$ cat config.mk
export PLATFORM = sky130hd
export DESIGN_NAME = fan_curve_thermal_controller
export DESIGN_NICKNAME = d
export VERILOG_FILES = /design/src/rtl/fct_pkg.sv /design/src/rtl/fct_divider.sv /design/src/rtl/fan_curve_thermal_controller.sv
export VERILOG_INCLUDE_DIRS = /design/src /design/src/rtl
export SDC_FILE = /design/constraint.sdc
export NUM_CORES = 1
export LEC_CHECK = 0
export BUFFER_PORTS_ARGS = -buffer_cell sky130_fd_sc_hd__buf_4
export CAP_MARGIN = 0
export CORE_MARGIN = 4
export CORE_UTILIZATION = 55
export CTS_CLUSTER_DIAMETER = 120
export DETAILED_ROUTE_END_ITERATION = 12
export GPL_TIMING_DRIVEN = 0
export PLACE_DENSITY = 0.74
export RECOVER_POWER = 100
export SETUP_SLACK_MARGIN = 0.2
export SYNTH_ARGS = -nofsm -noshare
export SYNTH_HDL_FRONTEND = slang
export SYNTH_SLANG_ARGS = --single-unit
$ cat constraint.sdc
create_clock -name clk -period 9.25 [get_ports clk]
set_input_delay 0.925 -clock clk [delete_from_list [all_inputs] [get_ports clk]]
set_output_delay 0.925 -clock clk [all_outputs]
set_load 0.01 [all_outputs]
$ cat src/rtl/fan_curve_thermal_controller_assert.svh
// assertion macros shared by the fan curve controller rtl
// depends on nothing; included by the top-level module, which checks its own logic
`ifndef FAN_CURVE_THERMAL_CONTROLLER_ASSERT_SVH
`define FAN_CURVE_THERMAL_CONTROLLER_ASSERT_SVH

`ifndef ASSERT_OFF

// same-cycle implication, checked outside reset
`define FCT_ASSERT_IMPLIES(label, clk, rst_n, lhs, rhs) \
	label: assert property (@(posedge clk) disable iff (!rst_n) (lhs) |-> (rhs)) \
		else $error("fct assertion failed");

// next-cycle implication, checked outside reset
`define FCT_ASSERT_NEXT(label, clk, rst_n, lhs, rhs) \
	label: assert property (@(posedge clk) disable iff (!rst_n) (lhs) |=> (rhs)) \
		else $error("fct assertion failed");

`else

`define FCT_ASSERT_IMPLIES(label, clk, rst_n, lhs, rhs)
`define FCT_ASSERT_NEXT(label, clk, rst_n, lhs, rhs)

`endif

`endif

$ cat src/rtl/fct_pkg.sv
// types, constants and curve table for the fan curve controller
// no dependencies; used by fct_divider and fan_curve_thermal_controller
`default_nettype none

package fct_pkg;

	// curve size
	localparam int NUM_POINTS_DEF = 7;
	localparam int TABLE_IDX_W    = 4;

	// datapath widths
	localparam int BYTE_W     = 8;
	localparam int RPM_W      = 16;
	localparam int CFG_IDX_W  = 3;
	localparam int DIVIDEND_W = 17;
	localparam int DIVISOR_W  = 9;
	localparam int DIV_CNT_W  = $clog2(DIVIDEND_W);

	// reset values
	localparam logic [7:0]  TEMP_LOW_RST   = 8'd55;
	localparam logic [7:0]  TEMP_HIGH_RST  = 8'd110;
	localparam logic [7:0]  FLOOR_RST      = 8'd22;
	localparam logic [7:0]  CEILING_RST    = 8'd50;
	localparam logic [7:0]  BOOST_RST      = 8'd35;
	localparam logic [7:0]  HELD_TEMP_RST  = 8'd55;
	localparam logic [7:0]  LAST_LIMIT_RST = 8'd22;
	localparam logic [15:0] HELD_RPM_RST   = 16'd2200;

	// mode codes
	localparam logic [7:0] MODE_QUIET = 8'd255;
	localparam logic [7:0] MODE_PERF  = 8'd0;

	// configuration register indexes
	typedef enum logic [CFG_IDX_W-1:0] {
		REG_TEMP_VALID_LOW  = 3'd0,
		REG_TEMP_VALID_HIGH = 3'd1,
		REG_SPEED_FLOOR     = 3'd2,
		REG_SPEED_CEILING   = 3'd3,
		REG_BOOST_THRESHOLD = 3'd4
	} cfg_reg_t;

	// sequencer states
	typedef enum logic [2:0] {
		ST_IDLE,
		ST_SEARCH,
		ST_MULT,
		ST_DSTART,
		ST_DIVIDE,
		ST_FINISH
	} fct_state_t;

	// divider status towards the sequencer
	typedef struct packed {
		logic busy;
		logic done;
	} div_stat_t;

	// curve point temperatures, points past the seventh are zero
	function automatic logic [7:0] curve_temp(input logic [TABLE_IDX_W-1:0] idx);
		logic [7:0] t;
		case (idx)
			4'd0:    t = 8'd70;
			4'd1:    t = 8'd78;
			4'd2:    t = 8'd84;
			4'd3:    t = 8'd88;
			4'd4:    t = 8'd90;
			4'd5:    t = 8'd95;
			4'd6:    t = 8'd100;
			default: t = 8'd0;
		endcase
		return t;
	endfunction

	// curve point speeds, points past the seventh are zero
	function automatic logic [7:0] curve_speed(input logic [TABLE_IDX_W-1:0] idx);
		logic [7:0] s;
		case (idx)
			4'd0:    s = 8'd22;
			4'd1:    s = 8'd24;
			4'd2:    s = 8'd26;
			4'd3:    s = 8'd28;
			4'd4:    s = 8'd30;
			4'd5:    s = 8'd35;
			4'd6:    s = 8'd49;
			default: s = 8'd0;
		endcase
		return s;
	endfunction

endpackage

`default_nettype wire

$ cat src/rtl/fct_divider.sv
// restoring divider, one quotient bit per cycle
// depends on fct_pkg for widths and the status struct
`default_nettype none

module fct_divider (
	input  wire logic                             clk,
	input  wire logic                             arst_n,
	input  wire logic                             start,
	input  wire logic [fct_pkg::DIVIDEND_W-1:0]   dividend,
	input  wire logic [fct_pkg::DIVISOR_W-1:0]    divisor,
	output logic      [fct_pkg::DIVIDEND_W-1:0]   quotient,
	output fct_pkg::div_stat_t                    stat
);

	localparam int NW = fct_pkg::DIVIDEND_W;
	localparam int DW = fct_pkg::DIVISOR_W;
	localparam int CW = fct_pkg::DIV_CNT_W;

	logic          busy_q;
	logic          done_q;
	logic [CW-1:0] cnt_q;
	logic [NW-1:0] num_q;
	logic [DW-1:0] rem_q;
	logic [DW-1:0] dsr_q;
	logic [DW:0]   rem_sh;
	logic          ge;
	logic [DW:0]   rem_sub;

	// trial subtract of the shifted partial remainder
	always_comb begin
		rem_sh  = {rem_q, num_q[NW-1]};
		ge      = rem_sh >= {1'b0, dsr_q};
		rem_sub = rem_sh - {1'b0, dsr_q};
	end

	// control
	always_ff @(posedge clk or negedge arst_n) begin
		if (!arst_n) begin
			busy_q <= 1'b0;
			done_q <= 1'b0;
			cnt_q  <= '0;
		end else begin
			done_q <= 1'b0;
			if (start) begin
				busy_q <= 1'b1;
				cnt_q  <= CW'(NW - 1);
			end else if (busy_q) begin
				cnt_q <= cnt_q - 1'b1;
				if (cnt_q == '0) begin
					busy_q <= 1'b0;
					done_q <= 1'b1;
				end
			end
		end
	end

	// datapath: quotient bits shift in behind the dividend
	always_ff @(posedge clk) begin
		if (start) begin
			num_q <= dividend;
			rem_q <= '0;
			dsr_q <= divisor;
		end else if (busy_q) begin
			num_q <= {num_q[NW-2:0], ge};
			rem_q <= ge ? rem_sub[DW-1:0] : rem_sh[DW-1:0];
		end
	end

	assign quotient  = num_q;
	assign stat.busy = busy_q;
	assign stat.done = done_q;

endmodule

`default_nettype wire

$ cat src/rtl/fan_curve_thermal_controller.sv
// fan curve controller top level: sequencer, curve search, clamp and mode logic
// depends on fct_pkg, fct_divider and fan_curve_thermal_controller_assert.svh
//
// channel  direction  handshake            payload
// in       sink       in_valid/in_ready    temperatures and tach bytes
// out      source     out_valid/out_ready  mode, limit, held temps, fan rpm
// cfg      sink       cfg_valid/cfg_ready  cfg_index, cfg_data
//
// a request steps through search, multiply, divider start, divide and finish; the search
// compares k curve points (1 to NUM_POINTS) and the bit-serial divider takes most of the
// time; a zero-width segment skips the divider
// in_ready is high only while the sequencer is idle; the result register may still
// hold the previous response, and the last step waits for it to drain
// reset restores the configuration and held state at once; cfg_ready is always high
`default_nettype none

module fan_curve_thermal_controller #(
	parameter int NUM_POINTS = fct_pkg::NUM_POINTS_DEF
) (
	input  wire logic        clk,
	input  wire logic        arst_n,
	// input requests
	input  wire logic        in_valid,
	output logic             in_ready,
	input  wire logic [7:0]  cpu_temp_raw,
	input  wire logic [7:0]  gpu_temp_raw,
	input  wire logic [7:0]  cpu_tach_high,
	input  wire logic [7:0]  cpu_tach_low,
	input  wire logic [7:0]  gpu_tach_high,
	input  wire logic [7:0]  gpu_tach_low,
	// results
	output logic             out_valid,
	input  wire logic        out_ready,
	output logic             mode_write_valid,
	output logic [7:0]       mode_value,
	output logic             limit_write_valid,
	output logic [7:0]       limit_value,
	output logic [7:0]       cpu_temp_held,
	output logic [7:0]       gpu_temp_held,
	output logic [15:0]      cpu_fan_rpm,
	output logic [15:0]      gpu_fan_rpm,
	// configuration writes
	input  wire logic        cfg_valid,
	output logic             cfg_ready,
	input  wire logic [2:0]  cfg_index,
	input  wire logic [7:0]  cfg_data
);

	`include "fan_curve_thermal_controller_assert.svh"

	localparam int IW = (NUM_POINTS > 1) ? $clog2(NUM_POINTS) : 1;
	localparam int TW = fct_pkg::TABLE_IDX_W;
	localparam int NW = fct_pkg::DIVIDEND_W;
	localparam int DW = fct_pkg::DIVISOR_W;
	localparam int LW = NW + 2;

	fct_pkg::fct_state_t state_q, state_d;

	// configuration
	logic [7:0] temp_low_q, temp_high_q, floor_q, ceiling_q, boost_q;

	// held state
	logic [7:0]  held_cpu_temp_q, held_gpu_temp_q;
	logic [15:0] held_cpu_rpm_q, held_gpu_rpm_q;
	logic [7:0]  last_limit_q, last_mode_q;

	// working registers
	logic [7:0]          hot_q;
	logic [IW-1:0]       idx_q;
	logic [IW-1:0]       seg_q;
	logic [7:0]          y1_q;
	logic signed [17:0]  prod_q;
	logic signed [8:0]   den_q;
	logic                neg_q;
	logic                zero_q;

	// result register
	logic        out_valid_q;
	logic        mode_wr_q, limit_wr_q;
	logic [7:0]  mode_val_q, limit_val_q, cpu_held_out_q, gpu_held_out_q;
	logic [15:0] cpu_rpm_out_q, gpu_rpm_out_q;

	// divider interface
	logic                div_start;
	logic [NW-1:0]       div_dividend;
	logic [DW-1:0]       div_divisor;
	logic [NW-1:0]       div_quot;
	fct_pkg::div_stat_t  div_stat;

	// combinational helpers
	logic        in_acc;
	logic        cpu_ok, gpu_ok;
	logic [7:0]  cpu_new, gpu_new;
	logic [7:0]  pt_temp;
	logic        pt_hotter, pt_last;
	logic [IW-1:0] seg_found;
	logic [IW-1:0] seg_nx;
	logic [7:0]  x1, x2, y1, y2;
	logic signed [8:0] dy, dt, den;
	logic        prod_neg, den_neg;
	logic [17:0] prod_abs;
	logic [8:0]  den_abs;
	logic [NW-1:0]     q_eff;
	logic signed [LW-1:0] lim_raw;
	logic [7:0]  lim_clamped;
	logic        lim_changed;
	logic [7:0]  mode_want;
	logic        mode_changed;
	logic        out_free;
	logic        finish_go;

	assign in_ready  = (state_q == fct_pkg::ST_IDLE);
	assign in_acc    = in_valid && in_ready;
	assign cfg_ready = 1'b1;
	assign out_free  = !out_valid_q || out_ready;

	// temperature window check, new or held reading per sensor
	always_comb begin
		cpu_ok  = (cpu_temp_raw >= temp_low_q) && (cpu_temp_raw <= temp_high_q);
		gpu_ok  = (gpu_temp_raw >= temp_low_q) && (gpu_temp_raw <= temp_high_q);
		cpu_new = cpu_ok ? cpu_temp_raw : held_cpu_temp_q;
		gpu_new = gpu_ok ? gpu_temp_raw : held_gpu_temp_q;
	end

	// curve search, one point per cycle
	always_comb begin
		pt_temp   = fct_pkg::curve_temp(TW'(idx_q));
		pt_hotter = pt_temp > hot_q;
		pt_last   = idx_q == IW'(NUM_POINTS - 1);
		if (pt_hotter) begin
			seg_found = (idx_q == '0) ? '0 : idx_q - 1'b1;
		end else begin
			seg_found = IW'(NUM_POINTS - 2);
		end
	end

	// segment end points and the product term
	always_comb begin
		seg_nx = seg_q + 1'b1;
		x1 = fct_pkg::curve_temp(TW'(seg_q));
		x2 = fct_pkg::curve_temp(TW'(seg_nx));
		y1 = fct_pkg::curve_speed(TW'(seg_q));
		y2 = fct_pkg::curve_speed(TW'(seg_nx));
		dy  = $signed({1'b0, y2}) - $signed({1'b0, y1});
		dt  = $signed({1'b0, hot_q}) - $signed({1'b0, x1});
		den = $signed({1'b0, x2}) - $signed({1'b0, x1});
	end

	// rounding division operands: (2|num| + |den|) / (2|den|)
	always_comb begin
		prod_neg     = prod_q[17];
		den_neg      = den_q[8];
		prod_abs     = prod_neg ? 18'(-prod_q) : 18'(prod_q);
		den_abs      = den_neg ? 9'(-den_q) : 9'(den_q);
		div_dividend = {prod_abs[15:0], 1'b0} + NW'(den_abs);
		div_divisor  = {den_abs[7:0], 1'b0};
		div_start    = (state_q == fct_pkg::ST_DSTART) && (den_q != '0);
	end

	// interpolated value, clamp and mode decision
	always_comb begin
		q_eff = zero_q ? '0 : div_quot;
		if (neg_q) begin
			lim_raw = $signed(LW'(y1_q)) - $signed(LW'(q_eff));
		end else begin
			lim_raw = $signed(LW'(y1_q)) + $signed(LW'(q_eff));
		end
		if (lim_raw < $signed(LW'(floor_q))) begin
			lim_clamped = floor_q;
		end else if (lim_raw > $signed(LW'(ceiling_q))) begin
			lim_clamped = ceiling_q;
		end else begin
			lim_clamped = lim_raw[7:0];
		end
		lim_changed  = lim_clamped != last_limit_q;
		mode_want    = (lim_clamped <= boost_q) ? fct_pkg::MODE_QUIET : fct_pkg::MODE_PERF;
		mode_changed = lim_changed && (mode_want != last_mode_q);
	end

	// next state
	always_comb begin
		state_d   = state_q;
		finish_go = 1'b0;
		unique case (state_q)
			fct_pkg::ST_IDLE: begin
				if (in_acc) state_d = fct_pkg::ST_SEARCH;
			end
			fct_pkg::ST_SEARCH: begin
				if (pt_hotter || pt_last) state_d = fct_pkg::ST_MULT;
			end
			fct_pkg::ST_MULT: begin
				state_d = fct_pkg::ST_DSTART;
			end
			fct_pkg::ST_DSTART: begin
				state_d = (den_q == '0) ? fct_pkg::ST_FINISH : fct_pkg::ST_DIVIDE;
			end
			fct_pkg::ST_DIVIDE: begin
				if (div_stat.done) state_d = fct_pkg::ST_FINISH;
			end
			fct_pkg::ST_FINISH: begin
				if (out_free) begin
					finish_go = 1'b1;
					state_d   = fct_pkg::ST_IDLE;
				end
			end
			default: state_d = fct_pkg::ST_IDLE;
		endcase
	end

	// state register
	always_ff @(posedge clk or negedge arst_n) begin
		if (!arst_n) begin
			state_q <= fct_pkg::ST_IDLE;
		end else begin
			state_q <= state_d;
		end
	end

	// configuration registers
	always_ff @(posedge clk or negedge arst_n) begin
		if (!arst_n) begin
			temp_low_q  <= fct_pkg::TEMP_LOW_RST;
			temp_high_q <= fct_pkg::TEMP_HIGH_RST;
			floor_q     <= fct_pkg::FLOOR_RST;
			ceiling_q   <= fct_pkg::CEILING_RST;
			boost_q     <= fct_pkg::BOOST_RST;
		end else if (cfg_valid && cfg_ready) begin
			unique case (cfg_index)
				fct_pkg::REG_TEMP_VALID_LOW:  temp_low_q  <= cfg_data;
				fct_pkg::REG_TEMP_VALID_HIGH: temp_high_q <= cfg_data;
				fct_pkg::REG_SPEED_FLOOR:     floor_q     <= cfg_data;
				fct_pkg::REG_SPEED_CEILING:   ceiling_q   <= cfg_data;
				fct_pkg::REG_BOOST_THRESHOLD: boost_q     <= cfg_data;
				default: ;
			endcase
		end
	end

	// held readings, limit and mode
	always_ff @(posedge clk or negedge arst_n) begin
		if (!arst_n) begin
			held_cpu_temp_q <= fct_pkg::HELD_TEMP_RST;
			held_gpu_temp_q <= fct_pkg::HELD_TEMP_RST;
			held_cpu_rpm_q  <= fct_pkg::HELD_RPM_RST;
			held_gpu_rpm_q  <= fct_pkg::HELD_RPM_RST;
			last_limit_q    <= fct_pkg::LAST_LIMIT_RST;
			last_mode_q     <= fct_pkg::MODE_QUIET;
		end else begin
			if (in_acc) begin
				held_cpu_temp_q <= cpu_new;
				held_gpu_temp_q <= gpu_new;
				if (cpu_tach_high != '0 && cpu_tach_low != '0) begin
					held_cpu_rpm_q <= {cpu_tach_high, 8'd0} - {8'd0, cpu_tach_high}
						+ {8'd0, cpu_tach_low};
				end
				if (gpu_tach_high != '0 && gpu_tach_low != '0) begin
					held_gpu_rpm_q <= {gpu_tach_high, 8'd0} - {8'd0, gpu_tach_high}
						+ {8'd0, gpu_tach_low};
				end
			end
			if (finish_go) begin
				last_limit_q <= lim_clamped;
				if (mode_changed) last_mode_q <= mode_want;
			end
		end
	end

	// working datapath
	always_ff @(posedge clk) begin
		if (in_acc) begin
			hot_q <= (cpu_new > gpu_new) ? cpu_new : gpu_new;
			idx_q <= '0;
		end
		if (state_q == fct_pkg::ST_SEARCH) begin
			idx_q <= idx_q + 1'b1;
			seg_q <= seg_found;
		end
		if (state_q == fct_pkg::ST_MULT) begin
			prod_q <= dy * dt;
			den_q  <= den;
			y1_q   <= y1;
		end
		if (state_q == fct_pkg::ST_DSTART) begin
			neg_q  <= prod_neg ^ den_neg;
			zero_q <= den_q == '0;
		end
	end

	// result register
	always_ff @(posedge clk or negedge arst_n) begin
		if (!arst_n) begin
			out_valid_q <= 1'b0;
		end else if (finish_go) begin
			out_valid_q <= 1'b1;
		end else if (out_ready) begin
			out_valid_q <= 1'b0;
		end
	end

	always_ff @(posedge clk) begin
		if (finish_go) begin
			mode_wr_q      <= mode_changed;
			mode_val_q     <= mode_changed ? mode_want : last_mode_q;
			limit_wr_q     <= lim_changed;
			limit_val_q    <= lim_clamped;
			cpu_held_out_q <= held_cpu_temp_q;
			gpu_held_out_q <= held_gpu_temp_q;
			cpu_rpm_out_q  <= held_cpu_rpm_q;
			gpu_rpm_out_q  <= held_gpu_rpm_q;
		end
	end

	assign out_valid         = out_valid_q;
	assign mode_write_valid  = mode_wr_q;
	assign mode_value        = mode_val_q;
	assign limit_write_valid = limit_wr_q;
	assign limit_value       = limit_val_q;
	assign cpu_temp_held     = cpu_held_out_q;
	assign gpu_temp_held     = gpu_held_out_q;
	assign cpu_fan_rpm       = cpu_rpm_out_q;
	assign gpu_fan_rpm       = gpu_rpm_out_q;

	// divider
	fct_divider u_div (
		.clk      (clk),
		.arst_n   (arst_n),
		.start    (div_start),
		.dividend (div_dividend),
		.divisor  (div_divisor),
		.quotient (div_quot),
		.stat     (div_stat)
	);

	// checks
	`FCT_ASSERT_IMPLIES(a_done_in_divide, clk, arst_n, div_stat.done,
		state_q == fct_pkg::ST_DIVIDE)
	`FCT_ASSERT_IMPLIES(a_idle_div_quiet, clk, arst_n, in_ready, !div_stat.busy)
	`FCT_ASSERT_IMPLIES(a_mode_with_limit, clk, arst_n, out_valid_q && mode_wr_q,
		limit_wr_q)
	`FCT_ASSERT_IMPLIES(a_limit_in_clamp, clk, arst_n,
		out_valid_q && (floor_q <= ceiling_q),
		(limit_val_q >= floor_q) && (limit_val_q <= ceiling_q))
	`FCT_ASSERT_NEXT(a_start_busy, clk, arst_n, div_start, div_stat.busy)

endmodule

`default_nettype wire

# Word level (Yosys, flattened, before mapping)
# Cells that the tools add are included.
word_totals:
  register_bits: 264
classes:
  n_addsub: 17
  n_mul: 1
  magnitude_cmp: 10
  n_eq_ne: 33
  n_mux: 40
  n_bitwise: 2
  reduce_logical: 34
op_table:
  columns: ["cell", "n"]
  rows:
  - ["7-bit case mux with 7 select lines", 3]
  - ["6-bit case mux with 7 select lines", 2]
  - ["8-bit 2-to-1 mux", 7]
  - ["17-bit 2-to-1 mux", 3]
  - ["3-bit == test, second input constant", 12]
  - ["16-bit by 8-bit adder with 16-bit output", 2]
  - ["8-bit nonzero test", 4]
  - ["16-bit by 8-bit subtractor with 16-bit output", 2]
  - ["3-bit by 2-bit == test with 1-bit output, second input constant", 10]
  - ["8-bit less-or-equal comparator", 3]
  - ["3-bit 2-to-1 mux", 7]
  - ["19-bit by 9-bit > comparator with 1-bit output", 1]
  - ["19-bit by 9-bit < comparator with 1-bit output", 1]
  - ["19-bit 2-to-1 mux", 1]
  - ["8-bit by 17-bit adder with 18-bit output", 1]
  - ["9-bit 2-to-1 mux", 2]
  - ["3-bit case mux with 6 select lines", 1]
  - ["8-bit by 17-bit subtractor with 18-bit output", 1]
  - ["17-bit by 9-bit adder with 17-bit output", 1]
  - ["8-bit >= comparator", 2]
  - ["8-bit > comparator", 2]
  - ["7-bit by 9-bit multiplier with 16-bit output", 1]
  - ["16-bit 2-to-1 mux", 1]
  - ["8-bit != test", 2]
  - ["other kinds (28)", 65]

# Longest topological paths before layout
# Gate-level depths: netlist (run 1).
logic_depth:
  word_depth: 11
  mapped_depth: 34
  mapped_depth_nobuf: 33

# Cells and area by module
# Synthesis (run 1) repeated with hierarchy kept, for this count alone.
hier_totals:
  cells_unflattened: 1883
  hier_area_um2: 18844.3
modules_own_cells:
  columns: ["mod", "instances", "cells_per_inst", "area_per_inst_um2"]
  rows:
  - ["fan_curve_thermal_controller", 1, 1696, 16572.1]
  - ["fct_divider", 1, 187, 2272.2]

# Least setup slack after synthesis (run 1)
# OpenSTA, ideal clock, no wires.
synth_path:
  kind: "register to register"
  startpoint: "register seg_q[0]"
  endpoint: "register prod_q[15] (netlist name)"
  setup_ns: 0.260
  t_arrival_ns: 6.774
  required_time_ns: 8.990
  setup_slack_ns: 2.216
  stages_incl_launch_ff: 32
  path_buffers: 1
  synth_period_minus_slack_ns: 7.034
  path_cell_list: "edfxtp_1 > ha_1 > clkbuf_1 > xor2_1 > nor2_1 > a21oi_1 > ha_1 > a21o_1 > a21o_1 > a21o_1 > a21oi_1 > xor2_1 > inv_1 > nand2_1 > fa_1 > fa_1 > inv_1 > fa_1 > inv_1 > fa_1 > inv_1 > ha_1 > a21oi_1 > o21bai_1 > a21oi_1 > nor2b_1 > o21a_1 > o21ai_0 > nand2b_1 > a21oi_1 > o21ai_0 > xnor2_1"
synth_between:
  elab_chain_cells: 5
synth_lines:
  columns: ["item", "line_no", "rtl"]
  rows:
  - ["start: declaration", "fan_curve_thermal_controller.sv:70", "logic [IW-1:0] seg_q;"]
  - ["start signal: assignment", "fan_curve_thermal_controller.sv:276", "seg_q <= seg_found;"]
  - ["3-bit by 1-bit adder with 3-bit output", "fan_curve_thermal_controller.sv:139", "seg_nx = seg_q + 1'b1;"]
  - ["3-bit == test, or another cell as far along", "fct_pkg.sv:77", "case (idx)"]
  - ["6-bit case mux with 7 select lines", "fct_pkg.sv:77", null]
  - ["6-bit by 6-bit subtractor with 7-bit output", "fan_curve_thermal_controller.sv:144", "dy = $signed({1'b0, y2}) - $signed({1'b0, y1});"]
  - ["7-bit by 9-bit multiplier with 16-bit output *", "fan_curve_thermal_controller.sv:279", "prod_q <= dy * dt;"]
# Mark *: on every way between the ends. The rest lies on a longest branch, timed or not.
# A chain may end at the register's enable or synchronous reset.

# Final worst setup path (run 1)
layout_path:
  startpoint: "register seg_q[0]"
  endpoint: "register prod_q[15] (netlist name)"
layout_rtl:
  columns: ["item", "line_no", "rtl"]
  rows:
  - ["3-bit == test, or another cell as far along", "fct_pkg.sv:77", null]
  - ["6-bit case mux with 7 select lines *", "fct_pkg.sv:77", null]
  - ["named net y1[3]", "fan_curve_thermal_controller.sv:98", "logic [7:0] x1, x2, y1, y2;"]
  - ["6-bit by 6-bit subtractor with 7-bit output *", "fan_curve_thermal_controller.sv:144", null]
  - ["7-bit by 9-bit multiplier with 16-bit output *", "fan_curve_thermal_controller.sv:279", null]
# The timed path passes the listed nets; every way through them passes the cells marked *.

==> results of run 1 <==
-- cell usage after synthesis (33+ instances only) --
cell type	number	area, um^2
inv_1	233	875
nand2_1	186	698
ha_1	183	2290
edfxtp_1	137	4110
o21ai_0	132	661
nor2_1	121	454
xnor2_1	95	832
a21oi_1	84	420
dfrtp_1	67	1680
fa_1	57	1140
a21o_1	54	405
dfstp_2	48	1260
clkbuf_1	45	169
mux2i_1	45	450
xor2_1	38	333
nor2b_1	33	206
-- metrics by stage --
stage               area (um^2)  total power, uW  cells
floorplan                 18800             1610   1925
CTS                       21400             2850   2561
detailed placement        20500             1750   2507
global placement          20400             1730   2504
finish                    21000             2820   2561
global route              21000             2960   2561
-- final timing paths --
path | to | slack (ps)
max | prod_q[15]$_DFFE_PP_ | 1110
min | cpu_fan_rpm[6]$_DFFE_PP_ | 440
max reg2reg | prod_q[15]$_DFFE_PP_ | 1110
min reg2reg | cpu_fan_rpm[6]$_DFFE_PP_ | 440
max in group asynchronous | last_limit_q[5]$_DFFE_PN0P_ | 2990
min in group asynchronous | held_cpu_rpm_q[6]$_DFFE_PN0P_ | 700
-- kinds of logic (layout without fill, tap and decap cells) --
group,count (synthesis),in the layout,synth area share
simple gates,528,528,0.137
xor+xnor,133,133,0.0618
fa+ha+maj,240,240,0.182
mux,72,72,0.0406
buf+inv,285,473,0.0580
other cells,1,1,0.000199
compound gates,405,405,0.136
flops,261,261,0.384
-- per-layer routing --
metal  part of all wire  wire [um]  vias to the layer above
met5                  0          0                        -
met4              0.021        927                        0
met3              0.043       1860                       73
met2               0.49      21200                      330
met1               0.44      19100                     6959
li1                   -          -                     6992
-- sequential cells by signal, summed over array words and instances (netlist names), 9 cells and up --
signal / cells
held_cpu_rpm_q: 16
held_gpu_rpm_q: 16
gpu_fan_rpm: 16
u_div.rem_q: 9
prod_q: 16
cpu_fan_rpm: 16
den_q: 9
u_div.quotient: 17
-- power breakdown --
part	leakage, uW	total (uW)	switching (uW)	internal (uW)
registers	0.00273	1300	26.0	1280
logic	0.00635	423	235	188
clock network	0.000453	1090	460	633
total	0.00953	2820	722	2100
-- area by class of cell --
class / instances / area [um^2]
multi-input combinational: 1379 / 10500
tap: 448 / 561
clock inverter: 12 / 87.6
fill: 2881 / 12700
clock buffer: 42 / 837
timing repair buffer: 134 / 717
sequential: 261 / 7230
inverter: 235 / 883
buffer: 50 / 211
==> metrics.md, run 1 <==
| Metric | Value |
|---|---|
| Hold Startpoint | held_cpu_rpm_q[6]$_DFFE_PN0P_ |
| Crit. Startpoint | seg_q[0]$_SDFFCE_PP1P_ |
| Power Density | 134 nW/um^2 |
| Routed Antenna Nets | 0 |
| Post-Route Skew | 18.8 ps |
| Post-CTS setup buffer count | 0 |
| Overall Global Routing Usage | 0.229 |
| Largest net degree at the start of global routing | 94 |
| WP data required | 9580 ps |
| Met2 usage | 0.393 |
| Number of global-route vias before repair | 14,000 |
| Worst ir drop on vdd | around 150 uV |
| CTS tree | done |
| Worst slack, placed | 1240 ps |
| Mapped Cells | 1,925 |
| Num Clock Sinks | 261 |
| DR pass1 iterations | 5 |
| Fin. max-slew vios | 171 |
| CP Max Fanout | 10 |
| Synthesized area | 18,800 um^2 |
| Core ar. | ~34,000 um^2 |
| Critical Path Sink Type | flip-flop |
| Setup ws final | 1110 ps |
| Post-CTS sizing | 0 |
| Routed WL | 43,100 um |
| CP Depth | 29 |
| Die width | 193 um |
| Worst r2r src | seg_q[0]$_SDFFCE_PP1P_ |
| Die Height | 193 um |
| Fin crit period | 8140 ps |
| Clk_lat worst skew | 560 ps |
| Cts hold-fix bufs | 0 |
| Num ports | 133 |
| Final setup violation count | 0 |
| Die area | 37,300 um^2 |
| Max_cap viols | 3 |
| Clk pin slew, worst setup/hold paths | roughly 60 ps |
| Commonest non-fill, non-tap cell in the layout | inv_1 |
| Core Util, Final | 0.624 |
| Placer Congestion | 0.886 |
| Hold path depth | 0 |
| Htree depth | 1 |
| Final layout net count | 2,394 |
| Seq/Total Area, Yosys | 0.384 |
| Outcome | complete, but fails checks |
| Ys async rst share | 0.441 |
| Via density | ~5.6 |
| Synth warn | 0 |
| Max clock buf depth | 3 |
| Initial DRC Count | slightly below 800 |
| Layout Area Growth over Synthesis | 11.6% |
| Clock root buffer | clkbuf_16 |
| Detail Placement HPWL | 33,600 um |
| Met3 Use GR | 0.0292 |
| Inserted Diodes | 0 |
| Critical Path Max Stage Delay | 580 ps |
| First-pass GRT wire length | around 70,000 um |
| CP top delay family | adder cells |
| Hold/Removal Path Class | reg2reg |
| Critical Path Start Type | flip-flop |
| Gr busiest metal | met2 |
| GR Util met1 | 0.311 |
| Failing checks | max-capacitance violations, max-slew violations |
| CTS buffer count | 29 |
| # DRC | 0 |
| RSZ-0062 raised after global routing | false |
| WHS | 442 ps |
| Vias | roughly 14,000 |
| Row count | 67 |
| Period utilisation layout | 0.880 |
| Syn nets | 2,229 |
| Final Hold Viols | 0 |
| CP bufs+invs | 6 |
| Initial antenna violation count | 0 |
| FMAX | 123 MHz |
| Setup TNS | 0 ps |
| Reg2Reg Depth | 29 |
| Main flop type after synthesis | edfxtp_1 |
| Routed WL per cell | between 15 and 20 um |
| Critical Path AT | 8470 ps |
| Most frequent cells in the layout | inv_1 (233), nand2_1 (186), ha_1 (183) |
| Library cells used by synthesis | 90 |
| Number of synthesized flops with an enable pin | 137 |
| Crit path kind | reg2reg |
| Remaining global-route overflow | 0 |
| IO buf count | 131 |
| Worst Tran Pin Value | 5130 ps |
| Layout cells sized above 1 | 0.0942 |
| CP max-delay cell | edfxtp_1 |
| Starting density of the core | 0.559 |
| #FFs+latches synth | ~260 |
| Mean Syn Cell Area | between 9 and 10 um^2 |
| Max_slew headroom | -2.42 |
| Leak pwr | around 0.0095 uW |
Note: power is estimated with default switching activity, not from simulation.
==> inputs of run 2 (changes only) <==
- ABC_AREA: unset -> 1
==> run 2 against run 1 <==
  * The run still ends with max-capacitance violations, max-slew violations left
  * Die area up 0.45%
  * Clock skew down 9.7 ps
  * Via count up 8.1%
  * Critical endpoint unchanged
  * Largest cell class unchanged
==> metrics.md, run 2 <==
| Metric | Value |
|---|---|
| Via density | 5.33 |
| Row count | 67 |
| Clk pin slew, worst setup/hold paths | 60 ps |
| Ys async rst share | 0.441 |
| Mean Syn Cell Area | 8.31 um^2 |
| Syn nets | 2,583 |
| Inserted Diodes | 0 |
| CP max-delay cell | fa_1 |
| Routed WL | roughly 45,000 um |
| Outcome | complete, but fails checks |
| Final instance area | 21,100 um^2 |
| DR pass1 iterations | 5 |
| CTS tree | done |
| WHS | 449 ps |
| Post-CTS sizing | 0 |
| Overall Global Routing Usage | 0.237 |
| # DRC | 0 |
| Largest net degree at the start of global routing | 76 |
| Number of global-route vias before repair | 15,500 |
| Layout cells sized above 1 | 0.0755 |
| CP top delay family | adder cells |
| CP bufs+invs | 9 |
| Die Height | between 150 and 200 um |
| Critical Path Sink Type | flip-flop |
| Critical Path AT | slightly above 8000 ps |
| Hold path depth | 0 |
| Initial antenna violation count | 0 |
| FMAX | approximately 130 MHz |
| Max_slew headroom | -1.76 |
| Initial DRC Count | around 1,000 |
| Clk_lat worst skew | 560 ps |
| Final setup violation count | 0 |
| Fin. max-slew vios | roughly 200 |
| Commonest non-fill, non-tap cell in the layout | nand2_1 |
| Routed Antenna Nets | 0 |
| Most frequent cells in the layout | nand2_1 (504), inv_1 (402), nor2_1 (206) |
| Reg2Reg Depth | 39 |
| Seq/Total Area, Yosys | 0.382 |
| Post-synth top area cell | edfxtp_1 |
| First-pass GRT wire length | 75,500 um |
| Setup ws final | 1280 ps |
| Library cells used by synthesis | 58 |
| #FFs+latches synth | 261 |
| Synth warn | 0 |
| Sequential cell area | ~7200 um^2 |
| Hold Startpoint | held_gpu_rpm_q[9]$_DFFE_PN0P_ |
| Reg2reg setup slack | about 1300 ps |
| Placer Congestion | 0.917 |
| Mapped Cells | 2,279 |
| Critical Path Max Stage Delay | 540 ps |
| Critical Path Start Type | flip-flop |
| Period utilisation layout | 0.861 |
| WP data required | approximately 9600 ps |
| Num ports | between 100 and 150 |
| Failing checks | max-capacitance violations, max-slew violations |
| Max clock buf depth | 3 |
| Fin crit period | approximately 8000 ps |
| Hold/Removal Path Class | reg2reg |
| Number of synthesized flops with an enable pin | 137 |
| Max_cap viols | 4 |
| Vias | 15,500 |
| Placed Area | a little over 20,000 um^2 |
| IO buf count | 131 |
| Cts hold-fix bufs | 0 |
| Most frequent cell after synthesis | nand2_1 |
| Post-Route Skew | about 9 ps |
| Final layout net count | roughly 2,700 |
| Starting density of the core | 0.560 |
| Htree depth | 1 |
| Synthesized area | 18,900 um^2 |
| Worst r2r src | seg_q[0]$_SDFFCE_PP1P_ |
| Most frequent cells after synthesis | nand2_1 (490), inv_1 (402), nor2_1 (205) |
| Main flop type after synthesis | edfxtp_1 |
| Max reg flops | 17 |
| Area occupied by multi-input gates | 9880 um^2 |
| Filler instances | 3,003 |
| CP Max Fanout | 8 |
| Detail Placement HPWL | ~36,000 um |
| Clock root buffer | clkbuf_16 |
| CTS buffer count | 28 |
| Reg-to-Reg End | prod_q[15]$_DFFE_PP_ |
| Critical path's most frequent cell | inv_1 |
| Crit path kind | reg2reg |
| Num Clock Sinks | 261 |
| Synth top area cells | edfxtp_1 (22%), ha_1 (12%), nand2_1 (9.7%) |
| Core ar. | 33,800 um^2 |
| Layout Area Growth over Synthesis | 11.2% |
| Worst Tran Pin Value | 4140 ps |
| Die area | approximately 37,000 um^2 |
| Die width | between 150 and 200 um |
| Routed WL per cell | 15.4 um |
| Hold Path End | gpu_fan_rpm[9]$_DFFE_PP_ |
| Worst slack, placed | 1380 ps |
| Post-CTS setup buffer count | 0 |
| Top-area cell type share of the netlist area | 0.217 |
| Remaining global-route overflow | 0 |
| RSZ-0062 raised after global routing | false |
| Final Hold Viols | 0 |
| Setup TNS | 0 ps |
## run 2: changes by cell type after synthesis, moves of 50 or more
cell	change
nor2_1	+84
xnor2_1	-77
nand2_1	+304
nand3_1	+61
a21o_1	-50
inv_1	+169
## run 2: cell families after synthesis
group	count (synthesis)	share of synthesized area
compound gates	333	0.0963
xor+xnor	80	0.0370
fa+ha+maj	240	0.181
buf+inv	448	0.0930
flops	261	0.382
mux	7	0.00370
other cells	1	0.000198
simple gates	909	0.207
## run 2: worst max-delay path by stage
stage | startpoint | endpoint | slack, ps | depth (start not counted)
after floorplan | seg_q[0]$_SDFFCE_PP1P_ | prod_q[15]$_DFFE_PP_ | 2430 | 37
after global placement | seg_q[0]$_SDFFCE_PP1P_ | prod_q[15]$_DFFE_PP_ | 1460 | 39
after detailed placement | seg_q[0]$_SDFFCE_PP1P_ | prod_q[15]$_DFFE_PP_ | 1380 | 39
after CTS | seg_q[1]$_SDFFCE_PP0P_ | prod_q[15]$_DFFE_PP_ | 1340 | 37
after global routing | seg_q[0]$_SDFFCE_PP1P_ | prod_q[15]$_DFFE_PP_ | 720 | 39
final | seg_q[0]$_SDFFCE_PP1P_ | prod_q[15]$_DFFE_PP_ | 1280 | 39
## run 2: metal layers
metal,GRT usage,wire length [um],vias to the layer above
met1,0.325,20200,7317
met5,0,0,-
met4,0.0606,1140,0
li1,-,-,7718
met2,0.409,21600,401
met3,0.0221,1890,76
## run 2: stage by stage
stage                      util  cells
after detailed placement  0.608   2860
after CTS                 0.636   2912
after floorplan               -   2279
final                     0.624   2912
after global routing      0.624   2912
after global placement    0.606   2858
## run 2: layout make-up
class	count	share of cell area
multi-input combinational	1570	0.469
timing repair buffer	133	0.0335
tap	448	0.0266
clock buffer	42	0.0391
clock inverter	10	0.00641
inverter	410	0.0731
buffer	38	0.00885
sequential	261	0.343
## run 2: worst reg2reg max path: cells and delay by family (launching register included)
family / cells / cell delay (ps)
adder cells (fa/ha/maj): 7 / 2920
AO/OA/AOI/OAI: 10 / 1560
AND/OR/NAND/NOR: 11 / 1090
XOR/XNOR: 2 / 840
buffers and inverters: 9 / 810
flip-flops: 1 / 520
Power of run 2 is not shown: default switching activity piles up to over one toggle a cycle in this logic, so the estimate is an artifact.
==> inputs of run 3 (changes only) <==
- CORE_UTILIZATION: 55 -> 27
- PLACE_DENSITY: 0.74 -> unset
==> run 3 against run 2 <==
  * Core utilization shrank 31 points
  * Highest routed layer unchanged
  * The run still ends with max-capacitance violations, max-slew violations left
  * Die area grew 99%
  * Via count shrank 3.2%
==> metrics.md, run 3 (same netlist as run 2, synthesis figures left out) <==
| Metric | Value |
|---|---|
| Num Clock Sinks | between 200 and 300 |
| Setup TNS | 0 ps |
| Detail Placement HPWL | around 37,000 um |
| Largest net degree at the start of global routing | 88 |
| Initial antenna violation count | 0 |
| Fin crit period | 7930 ps |
| Initial DRC Count | 914 |
| IO buf count | roughly 130 |
| Worst Tran Pin Value | 4710 ps |
| Layout Area Growth over Synthesis | 14.8% |
| CTS buffer count | 30 |
| Hold Startpoint | held_gpu_rpm_q[5]$_DFFE_PN0P_ |
| Die width | roughly 270 um |
| Crit path kind | reg2reg |
| Overall Global Routing Usage | 0.122 |
| Number of global-route vias before repair | ~15,000 |
| Routed WL | 45,900 um |
| DR pass1 iterations | 5 |
| Core ar. | 69,100 um^2 |
| Post-Route Skew | 31.4 ps |
| Failing checks | max-capacitance violations, max-slew violations |
| CP max-delay cell | xnor2_1 |
| Die Height | 273 um |
| Remaining global-route overflow | 0 |
| FMAX | 126 MHz |
| Placer Congestion | 0.905 |
| Clock root buffer | clkbuf_16 |
| Post-CTS sizing | 0 |
| Max clock buf depth | 3 |
| First-pass GRT wire length | between 70,000 and 80,000 um |
| Max_slew headroom | -2.14 |
| Final setup violation count | 0 |
| Post-CTS setup buffer count | 0 |
| Final Instance Count excl. Fillers | approximately 3,400 |
| Critical path's most frequent cell | inv_1 |
| Num ports | between 100 and 150 |
| Period utilisation layout | 0.857 |
| CP Max Fanout | 8 |
| Row count | 96 |
| Routed WL per cell | between 10 and 15 um |
| Hold path depth | 0 |
| Outcome | complete, but fails checks |
| Fin. max-slew vios | around 190 |
| Most frequent cells in the layout | nand2_1 (502), inv_1 (402), nor2_1 (206) |
| Reg2Reg Depth | 39 |
| Die area | 74,400 um^2 |
| DP Cell Count | about 3,300 |
| Inserted Diodes | 0 |
| Critical Path AT | between 8000 and 9000 ps |
| Final Hold Viols | 0 |
| Crit. Startpoint | seg_q[0]$_SDFFCE_PP1P_ |
| Commonest non-fill, non-tap cell in the layout | nand2_1 |
| Max reg flops | 17 |
| Vias | 15,000 |
| Clk_lat worst skew | 600 ps |
| Via density | 4.42 |
| Critical Path Max Stage Delay | 540 ps |
| CTS tree | done |
| Routed Antenna Nets | 0 |
| Layout cells sized above 1 | 0.0790 |
| Starting density of the core | 0.274 |
| Critical Path Sink Type | flip-flop |
| Critical Path Start Type | flip-flop |
| Max_cap viols | 4 |
| RSZ-0062 raised after global routing | false |
| # DRC | 0 |
| Worst r2r src | seg_q[0]$_SDFFCE_PP1P_ |
| Cts hold-fix bufs | 0 |
| Clk pin slew, worst setup/hold paths | 60 ps |
| Final layout net count | 2,748 |
| WP data required | 9610 ps |
| Hold/Removal Path Class | reg2reg |
| Htree depth | 1 |
==> run 3: metrics by stage <==
| step | hold WS (ps) | setup slack, ps | instance area, um^2 | util |
|---|---|---|---|---|
| after floorplan | 425 | 2430 | 18900 | - |
| after global placement | 427 | 1460 | 21100 | 0.305 |
| after detailed placement | 430 | 1450 | 21100 | 0.306 |
| after CTS | 207 | 1390 | 22200 | 0.321 |
| after global routing | 453 | 794 | 21700 | 0.315 |
| final | 447 | 1320 | 21700 | 0.315 |
==> run 3: layout make-up <==
class / count / area [um^2]
fill: 7382 / 47300
multi-input combinational: 1570 / 9890
sequential: 261 / 7230
inverter: 410 / 1540
tap: 931 / 1160
clock buffer: 40 / 828
timing repair buffer: 133 / 709
clock inverter: 16 / 194
buffer: 38 / 186
==> run 3: path summary, 6_finish.rpt <==
check | endpoint | slack [ps]
min in group asynchronous | held_cpu_rpm_q[12]$_DFFE_PN0P_ | 820
min | gpu_fan_rpm[5]$_DFFE_PP_ | 450
max in group asynchronous | out_valid$_DFFE_PN0P_ | 3100
max | prod_q[15]$_DFFE_PP_ | 1320
max reg2reg | prod_q[15]$_DFFE_PP_ | 1320
min reg2reg | gpu_fan_rpm[5]$_DFFE_PP_ | 450
==> run 3: per-layer routing <==
layer	global-route usage	share of wire
met5	0	0
met4	0.0351	0.026
met3	0.0150	0.033
met2	0.201	0.46
met1	0.169	0.48
==> run 3: critical path, delay by kind of cell, from the launching register on <==
kind	cells	cell delay [ps]
buffers and inverters	9	810
AND/OR/NAND/NOR	11	1080
XOR/XNOR	2	850
flip-flops	1	510
adder cells (fa/ha/maj)	7	2920
AO/OA/AOI/OAI	10	1550
Power of run 3 is left out for the same reason.
